<file path="src/hdl/csc_pkg.sv">
`timescale 1ns / 1ps
// ----------------------------------------------------------------------------
// Current sample conditioner package
// Request types, stage payloads, configuration codes and fixed constants
// shared by the conditioner modules.
// ----------------------------------------------------------------------------
package csc_pkg;

  // Fixed arithmetic widths.
  localparam int SUM_W   = 20;  // group sum width
  localparam int FRAC_W  = 4;   // fraction bits of the average
  localparam int AVG_W   = SUM_W + FRAC_W;
  localparam int CFG_W   = 20;  // widest configuration register
  localparam int THR_W   = 16;
  localparam int SCALE_FRAC_W = 16;  // fraction bits of the inverse scale
  localparam int MAG_W   = 15;  // magnitude bits of the current
  localparam int VOLT_W  = 13;

  localparam logic [MAG_W-1:0] MAG_MAX = '1;

  // Configuration register indexes.
  localparam int CFG_IDX_W = 2;
  localparam logic [CFG_IDX_W-1:0] CFG_FLOOR_OFFSET       = 2'd0;
  localparam logic [CFG_IDX_W-1:0] CFG_INVERSE_SCALE      = 2'd1;
  localparam logic [CFG_IDX_W-1:0] CFG_NEGATIVE_THRESHOLD = 2'd2;

  // Configuration reset values.
  localparam logic [CFG_W-1:0] FLOOR_OFFSET_RST       = 20'd4080;   // 255.0
  localparam logic [CFG_W-1:0] INVERSE_SCALE_RST      = 20'd20539;  // 1 / 3.1909
  localparam logic [THR_W-1:0] NEGATIVE_THRESHOLD_RST = 16'd500;

  typedef struct packed {
    logic [15:0] conversion;
    logic        raw_mode;
    logic        charge_pin;
    logic [9:0]  voltage_code;
    logic [31:0] time_ms;
  } in_t;

  typedef struct packed {
    logic signed [15:0] current;
    logic [VOLT_W-1:0]  voltage;
    logic [31:0]        stamp_ms;
  } out_t;

  typedef struct packed {
    logic [CFG_W-1:0] floor_offset;
    logic [CFG_W-1:0] inverse_scale;
    logic [THR_W-1:0] negative_threshold;
  } cfg_t;

  // Completed group sum with the fields of the group's last word.
  typedef struct packed {
    logic [SUM_W-1:0]  total;
    logic              raw_mode;
    logic              charge_pin;
    logic [VOLT_W-1:0] voltage;
    logic [31:0]       stamp_ms;
  } sum_stage_t;

  // Group average, 20.4 fixed point.
  typedef struct packed {
    logic [AVG_W-1:0]  avg;
    logic              raw_mode;
    logic              charge_pin;
    logic [VOLT_W-1:0] voltage;
    logic [31:0]       stamp_ms;
  } avg_stage_t;

  // Average after the floor, 20.4 fixed point.
  typedef struct packed {
    logic [AVG_W-1:0]  value;
    logic              raw_mode;
    logic              charge_pin;
    logic [VOLT_W-1:0] voltage;
    logic [31:0]       stamp_ms;
  } val_stage_t;

  // Unsaturated magnitude and sign filter enable.
  typedef struct packed {
    logic [AVG_W-1:0]  mag;
    logic              filter_en;
    logic [VOLT_W-1:0] voltage;
    logic [31:0]       stamp_ms;
  } mag_stage_t;

endpackage

</file>
<file path="src/hdl/csc_accum.sv">
`timescale 1ns / 1ps
// ----------------------------------------------------------------------------
// Word accumulator
// Sums converter words and hands each completed group sum, with the fields
// of the group's last word, to the averaging stage.
// ----------------------------------------------------------------------------
module csc_accum
  import csc_pkg::*;
#(
  parameter int WORDS_PER_SAMPLE = 10
) (
  input  logic       clk,
  input  logic       rst,
  input  logic       in_valid,
  output logic       in_ready,
  input  in_t        in_data,
  output logic       st_valid,
  input  logic       st_ready,
  output sum_stage_t st_data
);

  localparam int CNT_W = (WORDS_PER_SAMPLE > 1) ? $clog2(WORDS_PER_SAMPLE) : 1;
  localparam logic [CNT_W-1:0] LAST_CNT = CNT_W'(WORDS_PER_SAMPLE - 1);

  logic [SUM_W-1:0] sum_accumulator;
  logic [CNT_W-1:0] word_count;
  logic [SUM_W-1:0] total;
  logic             accept;
  logic             last_word;

  assign in_ready   = !st_valid || st_ready;
  assign accept     = in_valid && in_ready;
  // The sum wraps at its register width.
  assign total      = sum_accumulator + SUM_W'(in_data.conversion);
  assign last_word  = (word_count == LAST_CNT);

  // Running sum and word count.
  always_ff @(posedge clk) begin
    if (rst) begin
      sum_accumulator <= '0;
      word_count      <= '0;
    end else if (accept) begin
      if (last_word) begin
        sum_accumulator <= '0;
        word_count      <= '0;
      end else begin
        sum_accumulator <= total;
        word_count      <= word_count + 1'b1;
      end
    end
  end

  // Stage valid: set on a group's last word, cleared when taken.
  always_ff @(posedge clk) begin
    if (rst) begin
      st_valid <= 1'b0;
    end else if (accept && last_word) begin
      st_valid <= 1'b1;
    end else if (st_ready) begin
      st_valid <= 1'b0;
    end
  end

  // Stage payload; the voltage is the code times five.
  always_ff @(posedge clk) begin
    if (accept && last_word) begin
      st_data.total       <= total;
      st_data.raw_mode    <= in_data.raw_mode;
      st_data.charge_pin  <= in_data.charge_pin;
      st_data.voltage     <= VOLT_W'({in_data.voltage_code, 2'b00})
                             + VOLT_W'(in_data.voltage_code);
      st_data.stamp_ms    <= in_data.time_ms;
    end
  end

endmodule

</file>
<file path="src/hdl/csc_average.sv">
`timescale 1ns / 1ps
// ----------------------------------------------------------------------------
// Group average
// Divides the group sum by the group length with 4 fraction bits, using a
// multiplication by a rounded-up reciprocal that is exact over the sum range.
// ----------------------------------------------------------------------------
module csc_average
  import csc_pkg::*;
#(
  parameter int WORDS_PER_SAMPLE = 10
) (
  input  logic       clk,
  input  logic       rst,
  input  logic       up_valid,
  output logic       up_ready,
  input  sum_stage_t up_data,
  output logic       dn_valid,
  input  logic       dn_ready,
  output avg_stage_t dn_data
);

  // Shift large enough that the reciprocal error never reaches one step.
  localparam int LOG_W     = $clog2(WORDS_PER_SAMPLE);
  localparam int DIV_SHIFT = AVG_W + LOG_W;
  localparam int RECIP_W   = DIV_SHIFT + 1;
  localparam longint RECIP_FULL =
    ((64'sd1 <<< DIV_SHIFT) + WORDS_PER_SAMPLE - 1) / WORDS_PER_SAMPLE;
  localparam logic [RECIP_W-1:0] RECIP = RECIP_W'(RECIP_FULL);
  localparam int PROD_W    = SUM_W + RECIP_W;
  localparam int AVG_LSB   = DIV_SHIFT - FRAC_W;

  logic [PROD_W-1:0] product;
  logic              load;

  assign up_ready = !dn_valid || dn_ready;
  assign load     = up_valid && up_ready;
  assign product  = PROD_W'(up_data.total) * PROD_W'(RECIP);

  always_ff @(posedge clk) begin
    if (rst) begin
      dn_valid <= 1'b0;
    end else if (load) begin
      dn_valid <= 1'b1;
    end else if (dn_ready) begin
      dn_valid <= 1'b0;
    end
  end

  // Average = sum * 16 / words, truncated.
  always_ff @(posedge clk) begin
    if (load) begin
      dn_data.avg         <= product[AVG_LSB +: AVG_W];
      dn_data.raw_mode    <= up_data.raw_mode;
      dn_data.charge_pin  <= up_data.charge_pin;
      dn_data.voltage     <= up_data.voltage;
      dn_data.stamp_ms    <= up_data.stamp_ms;
    end
  end

endmodule

</file>
<file path="src/hdl/csc_scale.sv">
`timescale 1ns / 1ps
// ----------------------------------------------------------------------------
// Floor and scale
// Removes the calibration floor (clamped at zero) and multiplies by the
// inverse scale in normal mode; passes the average through in raw mode.
// Two register stages: floor, then multiply.
// ----------------------------------------------------------------------------
module csc_scale
  import csc_pkg::*;
(
  input  logic       clk,
  input  logic       rst,
  input  cfg_t       cfg,
  input  logic       up_valid,
  output logic       up_ready,
  input  avg_stage_t up_data,
  output logic       dn_valid,
  input  logic       dn_ready,
  output mag_stage_t dn_data
);

  localparam int PROD_W = AVG_W + CFG_W;
  localparam int SCALE_LSB = SCALE_FRAC_W + FRAC_W;

  logic              val_valid;
  logic              val_ready;
  val_stage_t        val_data;
  logic              val_load;
  logic              mag_load;
  logic [AVG_W-1:0]  floor_ext;
  logic [AVG_W-1:0]  value_next;
  logic [PROD_W-1:0] product;
  logic [AVG_W-1:0]  thr_ext;

  assign up_ready  = !val_valid || val_ready;
  assign val_load  = up_valid && up_ready;
  assign val_ready = !dn_valid || dn_ready;
  assign mag_load  = val_valid && val_ready;

  // Floor subtraction with clamp at zero.
  assign floor_ext = AVG_W'(cfg.floor_offset);
  always_comb begin
    if (up_data.raw_mode) begin
      value_next = up_data.avg;
    end else if (up_data.avg > floor_ext) begin
      value_next = up_data.avg - floor_ext;
    end else begin
      value_next = '0;
    end
  end

  always_ff @(posedge clk) begin
    if (rst) begin
      val_valid <= 1'b0;
    end else if (val_load) begin
      val_valid <= 1'b1;
    end else if (val_ready) begin
      val_valid <= 1'b0;
    end
  end

  always_ff @(posedge clk) begin
    if (val_load) begin
      val_data.value       <= value_next;
      val_data.raw_mode    <= up_data.raw_mode;
      val_data.charge_pin  <= up_data.charge_pin;
      val_data.voltage     <= up_data.voltage;
      val_data.stamp_ms    <= up_data.stamp_ms;
    end
  end

  // Scale multiply and threshold compare on the floored value.
  assign product = PROD_W'(val_data.value) * PROD_W'(cfg.inverse_scale);
  assign thr_ext = AVG_W'({cfg.negative_threshold, {FRAC_W{1'b0}}});

  always_ff @(posedge clk) begin
    if (rst) begin
      dn_valid <= 1'b0;
    end else if (mag_load) begin
      dn_valid <= 1'b1;
    end else if (dn_ready) begin
      dn_valid <= 1'b0;
    end
  end

  always_ff @(posedge clk) begin
    if (mag_load) begin
      if (val_data.raw_mode) begin
        dn_data.mag <= AVG_W'(val_data.value[AVG_W-1:FRAC_W]);
      end else begin
        dn_data.mag <= product[SCALE_LSB +: AVG_W];
      end
      dn_data.filter_en <= !val_data.charge_pin && (val_data.value > thr_ext);
      dn_data.voltage   <= val_data.voltage;
      dn_data.stamp_ms  <= val_data.stamp_ms;
    end
  end

endmodule

</file>
<file path="src/hdl/csc_output.sv">
`timescale 1ns / 1ps
// ----------------------------------------------------------------------------
// Sign filter and result register
// Saturates the magnitude, applies the sign filter against the previous
// reading and holds the result until the receiver takes it.
// ----------------------------------------------------------------------------
module csc_output
  import csc_pkg::*;
(
  input  logic       clk,
  input  logic       rst,
  input  logic       up_valid,
  output logic       up_ready,
  input  mag_stage_t up_data,
  output logic       out_valid,
  input  logic       out_ready,
  output out_t       out_data
);

  logic             last_was_negative;
  logic             last_was_negative_next;
  logic [MAG_W-1:0] mag_sat;
  logic [15:0]      mag_ext;
  logic [15:0]      current_next;
  logic             load;

  assign up_ready = !out_valid || out_ready;
  assign load     = up_valid && up_ready;

  // Saturate at the largest positive current.
  assign mag_sat = (up_data.mag > AVG_W'(MAG_MAX)) ? MAG_MAX : up_data.mag[MAG_W-1:0];
  assign mag_ext = {1'b0, mag_sat};

  // Negate only when the previous filtered reading was marked negative.
  always_comb begin
    if (up_data.filter_en) begin
      current_next           = last_was_negative ? (16'd0 - mag_ext) : mag_ext;
      last_was_negative_next = (mag_sat != '0);
    end else begin
      current_next           = mag_ext;
      last_was_negative_next = 1'b0;
    end
  end

  always_ff @(posedge clk) begin
    if (rst) begin
      out_valid         <= 1'b0;
      last_was_negative <= 1'b0;
    end else begin
      if (load) begin
        out_valid         <= 1'b1;
        last_was_negative <= last_was_negative_next;
      end else if (out_ready) begin
        out_valid <= 1'b0;
      end
    end
  end

  always_ff @(posedge clk) begin
    if (load) begin
      out_data.current  <= signed'(current_next);
      out_data.voltage  <= up_data.voltage;
      out_data.stamp_ms <= up_data.stamp_ms;
    end
  end

endmodule

</file>
<file path="src/hdl/current_sample_conditioner_top.sv">
`timescale 1ns / 1ps
// ----------------------------------------------------------------------------
// Current sample conditioner
// Averages groups of ammeter converter words and turns each group into one
// calibrated, sign-filtered current reading with voltage and timestamp.
// ----------------------------------------------------------------------------
// Usage:
//   in_valid / in_ready carry one converter word per request, with the mode,
//   charge flag, voltage code and timestamp that count on a group's last word.
//   Every WORDS_PER_SAMPLE-th word closes a group and yields one result
//   request on out_valid / out_ready; other words yield none.
//   cfg_write_en writes cfg_data to register cfg_index: 0 is the
//   floor offset, 1 the inverse scale, 2 the negative threshold. Write only
//   while no group result is pending.
//   Throughput: one word per cycle while in_ready is high. A group's last
//   word passes through the sum, average, floor and scale multiply
//   registers, then the result register, before its result appears.
//   When the receiver stalls, the result register holds and each stage fills
//   in turn; in_ready falls only once every stage holds a result.
//   Reset clears the group sum, word count, sign history and all stage
//   valids, and loads the calibration registers with their defaults.
// ----------------------------------------------------------------------------
module current_sample_conditioner_top
  import csc_pkg::*;
#(
  parameter int WORDS_PER_SAMPLE = 10
) (
  input  logic                 clk,
  input  logic                 rst,
  input  logic                 in_valid,
  output logic                 in_ready,
  input  in_t                  in_data,
  output logic                 out_valid,
  input  logic                 out_ready,
  output out_t                 out_data,
  input  logic                 cfg_write_en,
  input  logic [CFG_IDX_W-1:0] cfg_index,
  input  logic [CFG_W-1:0]     cfg_data
);

  cfg_t       cfg;
  logic       sum_valid;
  logic       sum_ready;
  sum_stage_t sum_data;
  logic       avg_valid;
  logic       avg_ready;
  avg_stage_t avg_data;
  logic       mag_valid;
  logic       mag_ready;
  mag_stage_t mag_data;

  // Calibration registers.
  always_ff @(posedge clk) begin
    if (rst) begin
      cfg.floor_offset       <= FLOOR_OFFSET_RST;
      cfg.inverse_scale      <= INVERSE_SCALE_RST;
      cfg.negative_threshold <= NEGATIVE_THRESHOLD_RST;
    end else if (cfg_write_en) begin
      unique case (cfg_index)
        CFG_FLOOR_OFFSET:       cfg.floor_offset       <= cfg_data;
        CFG_INVERSE_SCALE:      cfg.inverse_scale      <= cfg_data;
        CFG_NEGATIVE_THRESHOLD: cfg.negative_threshold <= cfg_data[THR_W-1:0];
        default: ;
      endcase
    end
  end

  csc_accum #(
    .WORDS_PER_SAMPLE(WORDS_PER_SAMPLE)
  ) u_accum (
    .clk      (clk),
    .rst      (rst),
    .in_valid (in_valid),
    .in_ready (in_ready),
    .in_data  (in_data),
    .st_valid (sum_valid),
    .st_ready (sum_ready),
    .st_data  (sum_data)
  );

  csc_average #(
    .WORDS_PER_SAMPLE(WORDS_PER_SAMPLE)
  ) u_average (
    .clk      (clk),
    .rst      (rst),
    .up_valid (sum_valid),
    .up_ready (sum_ready),
    .up_data  (sum_data),
    .dn_valid (avg_valid),
    .dn_ready (avg_ready),
    .dn_data  (avg_data)
  );

  csc_scale u_scale (
    .clk      (clk),
    .rst      (rst),
    .cfg      (cfg),
    .up_valid (avg_valid),
    .up_ready (avg_ready),
    .up_data  (avg_data),
    .dn_valid (mag_valid),
    .dn_ready (mag_ready),
    .dn_data  (mag_data)
  );

  csc_output u_output (
    .clk       (clk),
    .rst       (rst),
    .up_valid  (mag_valid),
    .up_ready  (mag_ready),
    .up_data   (mag_data),
    .out_valid (out_valid),
    .out_ready (out_ready),
    .out_data  (out_data)
  );

endmodule

</file>
<file path="config.mk">
export PLATFORM = sky130hd
export DESIGN_NAME = current_sample_conditioner_top
export DESIGN_NICKNAME = d
export VERILOG_FILES = /design/src/hdl/csc_pkg.sv /design/src/hdl/csc_accum.sv /design/src/hdl/csc_average.sv /design/src/hdl/csc_scale.sv /design/src/hdl/csc_output.sv /design/src/hdl/current_sample_conditioner_top.sv
export SDC_FILE = /design/constraint.sdc
export NUM_CORES = 2
export LEC_CHECK = 0
export ABC_AREA = 1
export BUFFER_PORTS_ARGS = -buffer_cell sky130_fd_sc_hd__buf_4
export CORE_MARGIN = 2
export CORE_UTILIZATION = 65
export CTS_CLUSTER_DIAMETER = 80
export CTS_CLUSTER_SIZE = 14
export DETAILED_ROUTE_END_ITERATION = 10
export GPL_TIMING_DRIVEN = 1
export PLACE_DENSITY = 0.91
export SLEW_MARGIN = 5
export SYNTH_ARGS = -nofsm -noshare
export SYNTH_HDL_FRONTEND = slang
export SYNTH_SLANG_ARGS = --single-unit
</file>
<file path="constraint.sdc">
create_clock -name clk -period 7.6 [get_ports clk]
set_input_delay 1.52 -clock clk [delete_from_list [all_inputs] [get_ports clk]]
set_output_delay 1.52 -clock clk [all_outputs]
set_load 0.1 [all_outputs]
</file>
==> metrics.cfg <==
[placed_design]
dp.cells = 5387
dp_hpwl_um = 85500
routabilityCongestion = 0.973
io_buffers = 149
dpl_cell_area_um2 = 42300

[setup_path]
start_kind = flip-flop
r2r_slack_ps = 220
path_buf_inv = 2
critPathSlowestCell = edfxtp_1
reg2reg_depth = 18
worstSetupEndpoint = u_scale.dn_data[69]$_SDFFCE_PP0P_
r2r-start = u_scale.val_data[59]$_DFFE_PP_
crit_top_cell = fa_1
crit_type = reg -> reg
crit_required_ps = 7980
arrival_ps = 7760
crit_chain = nand2_1, fa_1, inv_1, fa_1, fa_1, fa_1, fa_1, fa_1, ha_1, ha_1, a21oi_1, o21ai_0, a21oi_1, inv_1, o21ai_0, nand3_1, o21ai_0, nor2_1
end_kind = flip-flop
max_stage_delay_ps = 1140
path_depth = 18
r2r_end = u_scale.dn_data[69]$_SDFFCE_PP0P_
cp-startpoint = u_scale.val_data[59]$_DFFE_PP_
critPathTopFamily = adder cells
path_max_fanout = 22

[logic_synthesis]
async_reset_ff_share_pct = 0
netlist_area_um2 = 40400
ys_types = 54
synth-seq-cells = 421
yosysSeqAreaShare_pct = 29.2
avgSynthCellArea_um2 = 8.99
synth_top_area_cell = fa_1
synthCells = 4487
ys_warn_count = 0
synth_area_leaders = fa_1 (25%), edfxtp_1 (25%), ha_1 (12%)
synth_edf_count = 335
ys.flop_type = edfxtp_1
synthTopCellsByCount = inv_1 (1,074), nand2_1 (978), fa_1 (512)
synth_top_area_share_pct = 25.4
synth_most_common_cell = inv_1
synth_fp_nets = 5475

[cts]
cts_tree = done
h-tree-depth = 2
cts_buffer_depth = 3
clock_latency_ps = 630
ctsHoldBuffers = 0
numCtsBuffers = 39
clkTransAtPathRegs_ps = 70
post_cts_buffers = 0
cts.root.buffer_cell = clkbuf_16
cts_resized = 0
clock_sinks = 421

[layout]
drive_above_1_share_pct = 5.65
stdcell_area_um2 = 43500
finalNetCount = 5579
syn_to_final_growth_pct = 7.90
final_cells = 5461

[timing]
tightestPinTransition_ps = 1460
rsz0062_at_grt = no
finalCritPeriodShare_pct = 97.0
setup_violations = 0
max-slew-margin-rel_pct = 2.48
finalHoldViolations = 0
max_freq_mhz = 136
finClkSkew_ps = 47.6
slew_viol_final = 0
period_needed_ps = 7380
setup_tns_ps = 0

[route]
totalWireLength_um = 116000
post_drt_wl_per_cell_um = 21.3
drt_iter0_markers = 3325
dr_total_vias = 32300
drcViolationCount = 3
viasPerCell = 5.91
ant_nets = 0
drt-pass1-iter-count = 11

[floorplanning]
die-width_um = 253
row_count = 91
start_util_pct = 65.5
dieHeight_um = 253
io_pins = 150
core_um2 = 61600
dieArea_um2 = 64100

[min_path]
hold_class = reg -> reg

[pwr]
total_leakage_power_nw = 22.1
p_total_mw = 11.2
max-vdd-ir-drop_uv = 349
power_density_nw_per_um2 = 257

[grt]
grtUsageMet1_pct = 42.1
grt_pass1_wl_um = 183000
grt_util_met2_pct = 62.3
overflow = 0
busiest_layer = met2
grt_max_degree = 71
antenna_found_initial = 2
grt_pass1_vias = 34600
use_met3_pct = 10.6
grt_usage_pct = 37.6

[status]
violations = DRC
status = finished, violations left

[run]
drv_cap = 0

worst min-delay path by stage:
stage                     depth (start not counted)                           start  slack [ps]                         endpoint
after floorplan                                   0    u_accum.st_data[0]$_DFFE_PP_         400   u_average.dn_data[0]$_DFFE_PP_
after global placement                            0   u_scale.val_data[8]$_DFFE_PP_         400     u_scale.dn_data[8]$_DFFE_PP_
after detailed placement                          0   u_accum.st_data[44]$_DFFE_PP_         400  u_average.dn_data[44]$_DFFE_PP_
after CTS                                         0  u_scale.val_data[37]$_DFFE_PP_         400    u_scale.dn_data[37]$_DFFE_PP_
after global routing                              0   u_scale.dn_data[28]$_DFFE_PP_         420  u_output.out_data[28]$_DFFE_PP_
final                                             0  u_scale.val_data[37]$_DFFE_PP_         400    u_scale.dn_data[37]$_DFFE_PP_
layout by cell type (no fill, tap or decap), drive strengths merged, types with 30 or more instances in the layout:
cell type,netlist,final
a21oi,196,196
xnor2,30,30
nand3,112,112
xor2,47,47
nor3,34,34
ha,389,389
nand2,981,981
dfxtp,86,86
clkbuf,106,60
o21ai,137,137
buf,10,179
nor2,283,283
inv,1075,1079
edfxtp,335,335
fa,512,512
power by group:
part | internal [mW] | total (mW) | leakage, nW | switching [mW]
Sequential | 2.57 | 2.61 | 3.67 | 0.0457
Combinational | 2.38 | 6.62 | 17.8 | 4.24
Clock | 0.998 | 1.95 | 0.585 | 0.954
Total | 5.95 | 11.2 | 22.1 | 5.23
layout make-up:
cell class              count  area, µm²
multi-input cells        2875      24100
fillers                  4206      18100
flip-flops and latches    421      11800
inverters                1075       4040
repair buffers            179       1340
clock buffers              60       1060
well taps                 837       1050
clock inverters            11        151
diodes                      3       7.51
cell families (layout without fill, tap and decap cells):
kind of cell | Yosys count | in the layout | synth area share, %
XOR/XNOR | 77 | 77 | 1.69
AO/OA/AOI/OAI | 424 | 424 | 5.81
buffers and inverters | 1191 | 1325 | 11.1
AND/OR/NAND/NOR | 1473 | 1473 | 14.7
adder cells (fa/ha/maj) | 901 | 901 | 37.5
other | 0 | 3 | 0
flip-flops | 421 | 421 | 29.2
flip-flops by register name, summed over array words and instances (netlist names), 4 cells and up:
register	count
u_accum.word_count	4
u_scale.val_data	69
u_average.dn_data	68
cfg	56
u_accum.st_data	67
u_output.out_data	61
u_accum.sum_accumulator	20
u_scale.dn_data	70
through the flow:
step	hold slack [ps]	setup slack [ps]	utilization (%)
2_1_floorplan	400	1660	-
3_3_place_gp	400	710	68.7
3_5_place_dp	405	596	68.7
4_1_cts	397	561	70.7
5_1_grt	424	99.3	70.7
6_report	400	225	70.7
per-layer routing:
metal / vias to the layer above / wire (µm)
met3: 863 / 12500
li1: 14000 / -
met2: 2188 / 55300
met1: 15200 / 38700
met4: 2 / 9880
met5: - / 9
No activity file was read; power rests on OpenSTA's default activity.
